===== config.mk =====
export PLATFORM = sky130hd
export DESIGN_NAME = quadrature_position_speed_counter_top
export DESIGN_NICKNAME = d
export VERILOG_FILES = /design/src/rtl/core/qpsc_pkg.sv /design/src/rtl/core/qpsc_front.sv /design/src/rtl/core/qpsc_queue.sv /design/src/rtl/core/qpsc_back.sv /design/src/rtl/core/quadrature_position_speed_counter_top.sv
export SDC_FILE = /design/constraint.sdc
export NUM_CORES = 2
export LEC_CHECK = 0
export BUFFER_PORTS_ARGS = -buffer_cell sky130_fd_sc_hd__buf_2
export CAP_MARGIN = 20
export CORE_MARGIN = 5
export CORE_UTILIZATION = 49
export DETAILED_ROUTE_END_ITERATION = 10
export MAX_ROUTING_LAYER = met4
export PLACE_DENSITY = 0.68
export SETUP_SLACK_MARGIN = 0.4
export SLEW_MARGIN = 20
export SYNTH_ARGS = -nofsm -noshare
export SYNTH_HDL_FRONTEND = slang
export SYNTH_HIERARCHICAL = 1
export SYNTH_SLANG_ARGS = --single-unit
export TNS_END_PERCENT = 50

===== constraint.sdc =====
create_clock -name clk -period 7.8 [get_ports clk]
set_clock_uncertainty 0.2 [all_clocks]
set_input_delay 0.39 -clock clk [delete_from_list [all_inputs] [get_ports clk]]
set_output_delay 0.39 -clock clk [all_outputs]
set_load 0.005 [all_outputs]

===== src/rtl/core/qpsc_pkg.sv =====
// Shared types and constants for the quadrature position and speed counter.
// Used by the front, queue, back and top-level files; no dependencies.
`default_nettype none
package qpsc_pkg;

	// Request type codes on the input channel.
	localparam logic [1:0] REQ_STEP  = 2'd0;
	localparam logic [1:0] REQ_INDEX = 2'd1;
	localparam logic [1:0] REQ_SPEED = 2'd2;

	// Direction codes, two-bit signed.
	localparam logic [1:0] DIR_NONE = 2'b00;
	localparam logic [1:0] DIR_FWD  = 2'b01;
	localparam logic [1:0] DIR_REV  = 2'b11;

	// Step per transition code, indexed by {old AB, new AB}.
	localparam logic [1:0] QUAD_STEP [0:15] = '{
		DIR_NONE, DIR_FWD,  DIR_REV,  DIR_NONE,
		DIR_REV,  DIR_NONE, DIR_NONE, DIR_FWD,
		DIR_FWD,  DIR_NONE, DIR_NONE, DIR_REV,
		DIR_NONE, DIR_REV,  DIR_FWD,  DIR_NONE
	};

	localparam int unsigned POS_W   = 32;
	localparam int unsigned ELAP_W  = 32;
	localparam int unsigned PPR_W   = 16;
	localparam int unsigned SCALE_W = 26;
	localparam int unsigned NUM_W   = 57;
	localparam int unsigned DEN_W   = ELAP_W + PPR_W;

	localparam logic [SCALE_W-1:0] RPM_SCALE = 26'd60000000;
	localparam logic [PPR_W-1:0]   PPR_RESET = 16'd1024;
	localparam int unsigned        QUEUE_DEPTH = 2;

	// Classified operation handed from the front to the back.
	typedef enum logic [2:0] {
		OP_NONE,
		OP_FWD,
		OP_REV,
		OP_INDEX,
		OP_SPEED
	} op_kind_t;

	typedef struct packed {
		op_kind_t            kind;
		logic [ELAP_W-1:0]   elapsed;
	} op_t;

endpackage
`default_nettype wire


===== src/rtl/core/qpsc_front.sv =====
// Front end: accepts input items and classifies them into operations.
// Depends on qpsc_pkg; feeds qpsc_queue.
`default_nettype none
module qpsc_front (
	input  wire logic                        in_valid,
	output logic                             in_stall,
	input  wire logic [1:0]                  req_type,
	input  wire logic [3:0]                  ab_code,
	input  wire logic [qpsc_pkg::ELAP_W-1:0] elapsed_us,
	input  wire logic                        q_full,
	output logic                             q_push,
	output qpsc_pkg::op_t                    q_op
);
	import qpsc_pkg::*;

	logic [1:0] step;

	assign step     = QUAD_STEP[ab_code];
	assign in_stall = q_full;
	assign q_push   = in_valid && !q_full;

	always_comb begin
		q_op.elapsed = elapsed_us;
		unique case (req_type)
			REQ_STEP: begin
				if (step == DIR_FWD) begin
					q_op.kind = OP_FWD;
				end else if (step == DIR_REV) begin
					q_op.kind = OP_REV;
				end else begin
					q_op.kind = OP_NONE;
				end
			end
			REQ_INDEX: q_op.kind = OP_INDEX;
			REQ_SPEED: q_op.kind = OP_SPEED;
			default:   q_op.kind = OP_NONE;
		endcase
	end

endmodule
`default_nettype wire


===== src/rtl/core/qpsc_queue.sv =====
// Short register queue between the front and the back.
// Depends on qpsc_pkg for the operation type.
`default_nettype none
module qpsc_queue #(
	parameter int unsigned DEPTH = qpsc_pkg::QUEUE_DEPTH
) (
	input  wire logic          clk,
	input  wire logic          arst_n,
	input  wire logic          push,
	input  wire qpsc_pkg::op_t push_op,
	output logic               full,
	input  wire logic          pop,
	output logic               not_empty,
	output qpsc_pkg::op_t      head_op
);
	import qpsc_pkg::*;

	localparam int unsigned PW = (DEPTH > 1) ? $clog2(DEPTH) : 1;
	localparam int unsigned CW = $clog2(DEPTH + 1);
	localparam logic [PW-1:0] LAST = PW'(DEPTH - 1);

	op_t           entry_q [DEPTH];
	logic [PW-1:0] wr_ptr_q;
	logic [PW-1:0] rd_ptr_q;
	logic [CW-1:0] count_q;
	logic          do_push;
	logic          do_pop;

	assign full      = (count_q == CW'(DEPTH));
	assign not_empty = (count_q != '0);
	assign head_op   = entry_q[rd_ptr_q];
	assign do_push   = push && !full;
	assign do_pop    = pop && not_empty;

	always_ff @(posedge clk) begin
		if (do_push) begin
			entry_q[wr_ptr_q] <= push_op;
		end
	end

	always_ff @(posedge clk or negedge arst_n) begin
		if (!arst_n) begin
			wr_ptr_q <= '0;
			rd_ptr_q <= '0;
			count_q  <= '0;
		end else begin
			if (do_push) begin
				wr_ptr_q <= (wr_ptr_q == LAST) ? '0 : wr_ptr_q + 1'b1;
			end
			if (do_pop) begin
				rd_ptr_q <= (rd_ptr_q == LAST) ? '0 : rd_ptr_q + 1'b1;
			end
			if (do_push && !do_pop) begin
				count_q <= count_q + 1'b1;
			end else if (do_pop && !do_push) begin
				count_q <= count_q - 1'b1;
			end
		end
	end

endmodule
`default_nettype wire


===== src/rtl/core/qpsc_back.sv =====
// Back end: holds position state, runs the speed divider, drives results.
// Depends on qpsc_pkg; takes operations from qpsc_queue.
`default_nettype none
module qpsc_back (
	input  wire logic                        clk,
	input  wire logic                        arst_n,
	input  wire logic                        q_valid,
	input  wire qpsc_pkg::op_t               q_op,
	output logic                             q_pop,
	input  wire logic                        cfg_we,
	input  wire logic [qpsc_pkg::PPR_W-1:0]  cfg_wdata,
	output logic                             out_valid,
	input  wire logic                        out_stall,
	output logic signed [qpsc_pkg::POS_W-1:0] position,
	output logic signed [qpsc_pkg::POS_W-1:0] revolutions,
	output logic signed [1:0]                direction,
	output logic signed [qpsc_pkg::POS_W-1:0] rpm,
	output logic                             rpm_valid
);
	import qpsc_pkg::*;

	localparam int unsigned QUOT_W = 32;
	localparam int unsigned CNT_W  = $clog2(QUOT_W);

	typedef enum logic [4:0] {
		BK_RUN = 5'b00001,
		BK_MUL = 5'b00010,
		BK_CHK = 5'b00100,
		BK_DIV = 5'b01000,
		BK_OUT = 5'b10000
	} bk_state_t;

	bk_state_t          state_q;
	logic [PPR_W-1:0]   ppr_q;
	logic [POS_W-1:0]   step_q;
	logic [POS_W-1:0]   rev_q;
	logic [1:0]         dir_q;
	logic [POS_W-1:0]   sampled_q;

	logic [POS_W-1:0]   mag_q;
	logic               neg_q;
	logic [ELAP_W-1:0]  elapsed_q;
	logic [NUM_W-1:0]   num_q;
	logic [DEN_W-1:0]   den_q;
	logic [DEN_W-1:0]   rem_q;
	logic [QUOT_W-1:0]  quot_q;
	logic [CNT_W-1:0]   cnt_q;

	logic               out_valid_q;
	logic [POS_W-1:0]   pos_out_q;
	logic [POS_W-1:0]   rev_out_q;
	logic [1:0]         dir_out_q;
	logic [POS_W-1:0]   rpm_out_q;
	logic               rpmv_out_q;

	logic               out_free;
	logic               out_load;
	logic [POS_W-1:0]   step_nxt;
	logic [POS_W-1:0]   rev_nxt;
	logic [1:0]         dir_nxt;
	logic               speed_ok;
	logic [POS_W-1:0]   moved;
	logic [SCALE_W+POS_W-1:0] num_prod;
	logic [DEN_W-1:0]   den_prod;
	logic [DEN_W:0]     rem_sh;
	logic [DEN_W:0]     rem_diff;
	logic               rem_ge;
	logic               quot_ovf;
	logic [POS_W-1:0]   rpm_final;

	assign out_free = !out_valid_q || !out_stall;
	assign q_pop    = (state_q == BK_RUN) && q_valid && out_free;
	assign speed_ok = (q_op.elapsed != '0) && (ppr_q != '0);
	assign moved    = step_q - sampled_q;
	assign out_load = (q_pop && !(q_op.kind == OP_SPEED && speed_ok)) ||
		(state_q == BK_OUT && out_free);

	always_comb begin
		step_nxt = step_q;
		rev_nxt  = rev_q;
		dir_nxt  = dir_q;
		case (q_op.kind)
			OP_FWD: begin
				step_nxt = step_q + 1'b1;
				dir_nxt  = DIR_FWD;
			end
			OP_REV: begin
				step_nxt = step_q - 1'b1;
				dir_nxt  = DIR_REV;
			end
			OP_INDEX: begin
				if (dir_q == DIR_FWD) begin
					rev_nxt = rev_q + 1'b1;
				end else if (dir_q == DIR_REV) begin
					rev_nxt = rev_q - 1'b1;
				end
			end
			default: ;
		endcase
	end

	assign num_prod  = {{SCALE_W{1'b0}}, mag_q} * {{POS_W{1'b0}}, RPM_SCALE};
	assign den_prod  = {{PPR_W{1'b0}}, elapsed_q} * {{ELAP_W{1'b0}}, ppr_q};
	assign rem_sh    = {rem_q, quot_q[QUOT_W-1]};
	assign rem_diff  = rem_sh - {1'b0, den_q};
	assign rem_ge    = (rem_sh >= {1'b0, den_q});
	assign quot_ovf  = ({{(DEN_W-(NUM_W-QUOT_W+1)){1'b0}}, num_q[NUM_W-1:QUOT_W-1]} >= den_q);
	assign rpm_final = neg_q ? (32'd0 - quot_q) : quot_q;

	// Datapath registers, no reset needed.
	always_ff @(posedge clk) begin
		unique case (state_q)
			BK_RUN: begin
				mag_q     <= moved[POS_W-1] ? (32'd0 - moved) : moved;
				neg_q     <= moved[POS_W-1];
				elapsed_q <= q_op.elapsed;
			end
			BK_MUL: begin
				num_q <= num_prod[NUM_W-1:0];
				den_q <= den_prod;
			end
			BK_CHK: begin
				rem_q  <= {{(DEN_W-(NUM_W-QUOT_W)){1'b0}}, num_q[NUM_W-1:QUOT_W]};
				// Quotient would not fit: clamp; negating the negative limit keeps it.
				quot_q <= quot_ovf ? (neg_q ? 32'h8000_0000 : 32'h7FFF_FFFF)
					: num_q[QUOT_W-1:0];
				cnt_q  <= '0;
			end
			BK_DIV: begin
				rem_q  <= rem_ge ? rem_diff[DEN_W-1:0] : rem_sh[DEN_W-1:0];
				quot_q <= {quot_q[QUOT_W-2:0], rem_ge};
				cnt_q  <= cnt_q + 1'b1;
			end
			BK_OUT: ;
			default: ;
		endcase
	end

	always_ff @(posedge clk or negedge arst_n) begin
		if (!arst_n) begin
			state_q     <= BK_RUN;
			ppr_q       <= PPR_RESET;
			step_q      <= '0;
			rev_q       <= '0;
			dir_q       <= DIR_NONE;
			sampled_q   <= '0;
			out_valid_q <= 1'b0;
		end else begin
			if (cfg_we) begin
				ppr_q <= cfg_wdata;
			end
			if (out_load) begin
				out_valid_q <= 1'b1;
			end else if (out_free) begin
				out_valid_q <= 1'b0;
			end
			unique case (state_q)
				BK_RUN: begin
					if (q_pop) begin
						step_q <= step_nxt;
						rev_q  <= rev_nxt;
						dir_q  <= dir_nxt;
						if (q_op.kind == OP_SPEED && speed_ok) begin
							sampled_q <= step_q;
							state_q   <= BK_MUL;
						end
					end
				end
				BK_MUL: state_q <= BK_CHK;
				BK_CHK: begin
					if (quot_ovf) begin
						state_q <= BK_OUT;
					end else begin
						state_q <= BK_DIV;
					end
				end
				BK_DIV: begin
					if (cnt_q == CNT_W'(QUOT_W - 1)) begin
						state_q <= BK_OUT;
					end
				end
				BK_OUT: begin
					if (out_free) begin
						state_q <= BK_RUN;
					end
				end
				default: state_q <= BK_RUN;
			endcase
		end
	end

	// Result payload, loaded together with the valid flag.
	always_ff @(posedge clk) begin
		if (q_pop) begin
			pos_out_q  <= step_nxt;
			rev_out_q  <= rev_nxt;
			dir_out_q  <= dir_nxt;
			rpm_out_q  <= '0;
			rpmv_out_q <= 1'b0;
		end else if (state_q == BK_OUT && out_free) begin
			pos_out_q  <= step_q;
			rev_out_q  <= rev_q;
			dir_out_q  <= dir_q;
			rpm_out_q  <= rpm_final;
			rpmv_out_q <= 1'b1;
		end
	end

	assign out_valid   = out_valid_q;
	assign position    = pos_out_q;
	assign revolutions = rev_out_q;
	assign direction   = dir_out_q;
	assign rpm         = rpm_out_q;
	assign rpm_valid   = rpmv_out_q;

endmodule
`default_nettype wire


===== src/rtl/core/quadrature_position_speed_counter_top.sv =====
// Top level of the quadrature position and speed counter.
// Depends on qpsc_pkg, qpsc_front, qpsc_queue and qpsc_back.
//
//   Channel   Handshake            Payload
//   -------   ------------------   ------------------------------------------------
//   input     in_valid / in_stall  req_type, ab_code, elapsed_us
//   result    out_valid / out_stall position, revolutions, direction, rpm, rpm_valid
//   config    cfg_we               cfg_wdata (pulses per revolution)
//
// Transitions, index pulses and ignored requests are handled in the back end's run
// state alone, so a steady stream of them runs at one item per cycle while the result
// is not stalled, registered first in the queue and then in the result register.
// A speed request with a usable divisor occupies the back end from the accepting
// state that takes the magnitude through a multiplier state, an overflow check, the
// 32 steps of a restoring divider (skipped when saturated) and a result-load state.
// Reset is asynchronous and clears the counts, direction, sample and queue, and
// loads 1024 pulses per revolution. The input stalls only when the queue is full;
// a stalled result holds the back end but the front keeps filling the queue.
`default_nettype none
module quadrature_position_speed_counter_top #(
	parameter int unsigned QUEUE_DEPTH = qpsc_pkg::QUEUE_DEPTH
) (
	input  wire logic                          clk,
	input  wire logic                          arst_n,
	input  wire logic                          in_valid,
	output logic                               in_stall,
	input  wire logic [1:0]                    req_type,
	input  wire logic [3:0]                    ab_code,
	input  wire logic [qpsc_pkg::ELAP_W-1:0]   elapsed_us,
	output logic                               out_valid,
	input  wire logic                          out_stall,
	output logic signed [qpsc_pkg::POS_W-1:0]  position,
	output logic signed [qpsc_pkg::POS_W-1:0]  revolutions,
	output logic signed [1:0]                  direction,
	output logic signed [qpsc_pkg::POS_W-1:0]  rpm,
	output logic                               rpm_valid,
	input  wire logic                          cfg_we,
	input  wire logic [qpsc_pkg::PPR_W-1:0]    cfg_wdata
);
	import qpsc_pkg::*;

	// Front-to-queue and queue-to-back connections.
	op_t  push_op;
	op_t  head_op;
	logic push;
	logic full;
	logic pop;
	logic not_empty;

	// The front only classifies; it never waits on the back except through a full queue.
	qpsc_front u_front (
		.in_valid   (in_valid),
		.in_stall   (in_stall),
		.req_type   (req_type),
		.ab_code    (ab_code),
		.elapsed_us (elapsed_us),
		.q_full     (full),
		.q_push     (push),
		.q_op       (push_op)
	);

	qpsc_queue #(
		.DEPTH (QUEUE_DEPTH)
	) u_queue (
		.clk       (clk),
		.arst_n    (arst_n),
		.push      (push),
		.push_op   (push_op),
		.full      (full),
		.pop       (pop),
		.not_empty (not_empty),
		.head_op   (head_op)
	);

	// The back owns all counter state, the divisor register and the result register.
	qpsc_back u_back (
		.clk         (clk),
		.arst_n      (arst_n),
		.q_valid     (not_empty),
		.q_op        (head_op),
		.q_pop       (pop),
		.cfg_we      (cfg_we),
		.cfg_wdata   (cfg_wdata),
		.out_valid   (out_valid),
		.out_stall   (out_stall),
		.position    (position),
		.revolutions (revolutions),
		.direction   (direction),
		.rpm         (rpm),
		.rpm_valid   (rpm_valid)
	);

endmodule
`default_nettype wire


Word level (Yosys, flattened, before mapping). Memories as Yosys holds them, arrays and structs flattened. Index checks and enable logic that the tools add are counted.

Register bits after elaboration: 470. Memory bits (writable): 70. Bits in read-only memories: 32. Bits of input ports: 59. Output and inout bits: 101. Logic and storage cells: 134. Memories: 2.

Memories: u_queue.entry_q (depth 2, bits a word 35, read ports 1, clocked after Yosys merged registers in 0, wr ports 1, RTL line qpsc_queue.sv:22) `op_t entry_q [DEPTH];`; (no name shown) (depth 16, bits a word 2, read ports 1, clocked after Yosys merged registers in 0, wr ports 0, RTL line qpsc_front.sv:18) `assign step = QUAD_STEP[ab_code];`.

$add $sub $neg: 13. Multipliers: 2. Order comparisons: 3. Eq/ne operators: 21. Multiplexer cells: 38. Bitwise operators: 1. Reductions and logical operators: 30.

Operators by type and width (number): $mux W32 (10); $pmux W32 S2 (2); $pmux W48 S2 (1); $add A32 B1 Y32 const B (2); $sub A1 B32 Y32 const A (2); $sub A32 B1 Y32 const B (2); $ge A49 B48 Y1 (1); $mul A32 B18 Y49 const B (1); $ge A26 B48 Y1 (1); $mul A32 B16 Y48 (1); $mux W48 (1); $sub A48 B48 Y48 (1); $reduce_bool A32 Y1 (1); $sub A32 B32 Y32 (1); $mux W31 (1); $mux W5 (5); $pmux W5 S5 (1); $reduce_bool A16 Y1 (1); $mux W2 (7); $logic_and A1 B1 Y1 (11); $eq A5 B5 Y1 const B (2); $pmux W5 S2 (1); $reduce_bool A2 Y1 (5); $pmux W3 S3 (1); 26 further kinds (46).

Logic depth before layout (Yosys ltp).
Depth in word-level cells: 8. Depth in mapped cells: 27. Depth with buffers taken out: 25.

Cells and area by module. Netlist, hierarchy kept.

Modules (own cells, without submodules): qpsc_back (instances 1, cells an instance 5219, area each 50935.1 um2, sequential area each 13065.0 um2); qpsc_queue (instances 1, cells an instance 128, area each 2876.5 um2, sequential area each 2202.1 um2); qpsc_front (instances 1, cells an instance 57, area each 427.9 um2, sequential area each 0.0 um2).

Worst setup path before layout. Ideal clock, no wire load.

Path kind: register to register. Start point: register u_back.state_q[1]. End point: register u_back.rev_out_q[28] (netlist: u_back/revolutions[28]) (data pin). Library setup time: 0.263 ns. Arrival time: 7.762 ns. Required time: 7.337 ns. Slack: -0.425 ns. Cell stages (with the launch flop): 13. Path buffers: 1. Clock period less this slack: 8.225 ns. Cells stage by stage: dfrtp_1 -> or3_1 -> nor3b_1 -> and3_1 -> buf_2 -> and4b_1 -> nand2_2 -> a21oi_2 -> nor2b_1 -> o21ai_1 -> a211oi_1 -> o21ai_1 -> xnor2_1.

Longest elaborated chain between the ends: 4.

Ends and longest elaborated chain: start, declared (RTL line qpsc_back.sv:33) `bk_state_t state_q;`; start signal, assigned (RTL line qpsc_back.sv:141) `state_q <= BK_RUN;`; start signal, assigned (RTL line qpsc_back.sv:165) `state_q <= BK_MUL;`; start signal, assigned (RTL line qpsc_back.sv:169) `BK_MUL: state_q <= BK_CHK;`; $eq A5 B1 Y1 (RTL line qpsc_back.sv:72) `assign q_pop = (state_q == BK_RUN) && q_valid && out_free;`; $logic_and A1 B1 Y1 (2 in series) (RTL line qpsc_back.sv:72); $mux W32 (RTL line qpsc_back.sv:194) `if (q_pop) begin`; end signal, assigned (RTL line qpsc_back.sv:196) `rev_out_q <= rev_nxt;`; end signal, assigned (RTL line qpsc_back.sv:202) `rev_out_q <= rev_q;`; end, declared (RTL line qpsc_back.sv:51) `logic [POS_W-1:0] rev_out_q;`.

No other way between the ends. A chain may end at the register's enable or synchronous reset.

Worst setup path in the final report.
Start point: register u_back.elapsed_q[14]. End point: register u_back.den_q[44] (data pin).

Longest elaborated chain between the ends: 1.

Ends and longest elaborated chain: start, declared (RTL line qpsc_back.sv:42) `logic [ELAP_W-1:0] elapsed_q;`; start signal, assigned (RTL line qpsc_back.sv:116) `elapsed_q <= q_op.elapsed;`; $mul A32 B16 Y48 (RTL line qpsc_back.sv:103) `assign den_prod = {{PPR_W{1'b0}}, elapsed_q} * {{ELAP_W{1'b0}}, ppr_q};`; net u_back.den_prod[44] (RTL line qpsc_back.sv:64) `logic [DEN_W-1:0] den_prod;`; end signal, assigned (RTL line qpsc_back.sv:120) `den_q <= den_prod;`; end, declared (RTL line qpsc_back.sv:44) `logic [DEN_W-1:0] den_q;`.

The timed path passes the listed nets, and every way through them passes these cells.

==> metrics.txt <==
outcome=finished, final reports clean; largest net degree at the start of global routing=95; RSZ-0062 raised after global routing=yes; Worst Path Arrival=around 7.4 ns; HPWL Detailed=around 100 mm; Syn Nets=roughly 6600; CP startpoint kind=flip-flop; CTS tree=built; Slew Limit Fails=0; Core Area=0.110 mm²; flop-to-flop setup slack=~0.57 ns; Initial Util=just under 50%; # IOs=160; DRC viols=0; Synth Flop Type=edfxtp_1; Die Height=about 340 µm; Die Area=approximately 0.12 mm²; initial antenna violation count=4; clk buf depth=3; data required time of the worst path=8.01 ns; RR Startpoint=u_back/elapsed_q[14]; critical setup path kind=reg -> reg; # nets final=6762; worst slew pin tran=between 1 and 1.5 ns; final wirelength=between 100 and 150 mm; Post-synth EDFFs=383; Distinct cells, synth=96; endpoints failing hold=0; Netlist Area Pre-Place=0.0542 mm²; GP Congestion=around 0.93; asr flop ratio synth=between 20 and 25%; final setup fails=0; Clock Sinks=540; Relative slew margins=approximately 28%; synth cell count leaders=inv_1 (860), fa_1 (615), nand2_1 (558); gr ovfl total=0; Synth top area share=a little under a quarter; GRT Util Overall=22.7%; most numerous cell in the Yosys netlist=inv_1; DR pass1 iterations=7; HP Start=ab_code[2]; sequential share of the synthesized area=28.1%; fraction of layout cells with a size suffix above 1=10.1%; DR iter-0 viols=2547; Area Overhead vs Synth=10.9%; Final period util=92.7%; Yosys warning count=6; Row Count=approximately 120; H-tree depth=2; hold depth=3; Max Cap Viol=0; synthesis-stage register bit count=540; hold endpoint=u_queue/entry_q[1][32]; first-pass GRT wire length=approximately 210 mm; Vias=roughly 38000; post-DR wirelength/cell=around 18 µm; Die Width=between 300 and 400 µm; Final ANT Viol Nets=0; Reg-to-Reg End=u_back/den_q[44]; Reg2Reg Depth=25; max frequency=between 100 and 150 MHz; CP endpoint kind=flip-flop; CTS root buf=clkbuf_16; Clock transition at path regs=~0.06 ns; minimum clock period after layout=7.23 ns; dominant cells by area after synthesis=fa_1 (23%), edfxtp_1 (21%), ha_1 (11%), inv_1 (6.0%), dfrtp_1 (5.6%); area occupied by multi-input gates=0.0350 mm²; routed vias/inst=5.36; CP max FO=6; Syn Inst Count=about 5400; Clock Latency Late Sink=0.70 ns; largest area contributor in the netlist=fa_1; TNS Setup=0 ns; Seq. cell area=roughly 0.015 mm²; port bufs=between 150 and 200; vias in the first global route=roughly 40000; CTS Buf Count=61; # fillers=~9600; worst hold path class=in -> reg; Avg Inst Size Synth=10.0 µm²
-- through the flow --
| step | setup WS [ns] | cells | area [µm²] | hold slack (ns) | utilization (%) |
|---|---|---|---|---|---|
| 2_1_floorplan | 0.686 | 5404 | 54200 | -0.106 | - |
| 3_3_place_gp | 0.199 | 6901 | 56500 | 0.238 | 51.2 |
| 5_1_grt | 0.345 | 7143 | 60100 | 0.0536 | 54.5 |
| 3_5_place_dp | 0.0712 | 6901 | 56500 | 0.234 | 51.2 |
| 6_report | 0.568 | 7145 | 60100 | 0.0494 | 54.5 |
| 4_1_cts | 0.409 | 7103 | 59500 | 0.000132 | 53.9 |
-- routing by layer --
layer | wire [µm] | track usage [%] | up-vias
met5 | 0 | - | -
met4 | 3790 | 6.66 | 0
met3 | 6900 | 2.71 | 210
met2 | 58800 | 35.3 | 986
met1 | 59400 | 31.7 | 18900
li1 | - | - | 18200
-- state kept, by name (all words and copies together) (netlist names), 5 cells and up --
register            flops
u_back/state_q          5
u_back/mag_q           32
u_back/quot_q          32
u_back/rpm             32
u_back/rev_q           32
u_back/step_q          32
u_back/revolutions     32
u_back/ppr_q           16
u_back/cnt_q            5
u_back/sampled_q       32
u_queue/entry_q        70
u_back/num_q           49
u_back/rem_q           48
u_back/position        32
u_back/den_q           48
u_back/elapsed_q       32
-- worst max-delay path, stage by stage (launching register included) --
cell	delay [ns]
edfxtp_1	0.51
buf_6	0.19
and2_1	0.16
fa_1	0.52
inv_1	0.07
fa_1	0.53
fa_1	0.52
inv_1	0.05
fa_1	0.48
fa_1	0.48
inv_1	0.05
fa_1	0.47
inv_1	0.06
ha_4	0.25
a21o_1	0.21
a21o_1	0.20
a21oi_2	0.18
o21ai_1	0.10
a221o_1	0.37
a21o_1	0.20
or4b_4	0.50
a31oi_4	0.21
buf_4	0.15
o31ai_1	0.06
a21oi_1	0.17
xnor2_1	0.08
-- cells by family (layout without fill, tap and decap cells) --
logic type,count (synthesis),after routing,share of synthesized area [%]
AND/OR/NAND/NOR,1346,1346,12.0
adder cells (fa/ha/maj),1104,1104,34.0
buffers and inverters,1091,1339,7.94
AO/OA/AOI/OAI,904,904,10.6
flip-flops,540,540,28.1
XOR/XNOR,312,312,5.07
multiplexers,107,107,2.31
other,0,5,0
-- placed cells by master, fill, tap and decap left out, drive strengths merged, types with 53 or more instances in the layout --
cell and instances:
a21o 137, a21oi 216, and2 233, buf 309, clkbuf 78, dfrtp 122
dlygate4sd3 53, edfxtp 383, fa 615, ha 489, inv 866, mux2 58
nand2 560, nand3 59, nor2 207, o21ai 264, xnor2 181, xor2 131
-- timing repair --
| item | in CTS | in global routing |
|---|---|---|
| buffers inserted | 33 | 37 |
| resized for setup | 13 | 67 |
| hold endpoints to repair | 150 | 0 |
| hold buffers | 53 | 0 |
| pin swaps | 1 | 36 |
| endpoints found under the setup margin | 8 | 11 |
-- area by class of cell --
| cell class | count | share of cell area (%) |
|---|---|---|
| multi-input cells | 3773 | 58.2 |
| repair buffers | 362 | 4.39 |
| flip-flops and latches | 540 | 25.4 |
| diodes | 5 | 0.0208 |
| inverters | 861 | 5.37 |
| clock buffers | 78 | 2.73 |
| clock inverters | 38 | 0.761 |
| well taps | 1488 | 3.10 |
-- worst max-delay path by stage --
stage / startpoint / endpoint / depth (start not counted)
3_3_place_gp: u_back/ppr_q[1] / u_back/den_q[47] / 26
2_1_floorplan: u_back/ppr_q[10] / u_back/den_q[47] / 23
3_5_place_dp: u_back/ppr_q[1] / u_back/den_q[47] / 26
4_1_cts: u_back/ppr_q[4] / u_back/den_q[47] / 26
6_report: u_back/elapsed_q[14] / u_back/den_q[44] / 25
5_1_grt: u_back/elapsed_q[13] / u_back/den_q[44] / 26
Power is left out: the tool's default activity adds up to more than one toggle a clock period on the data nets, which glitch-free logic cannot reach.
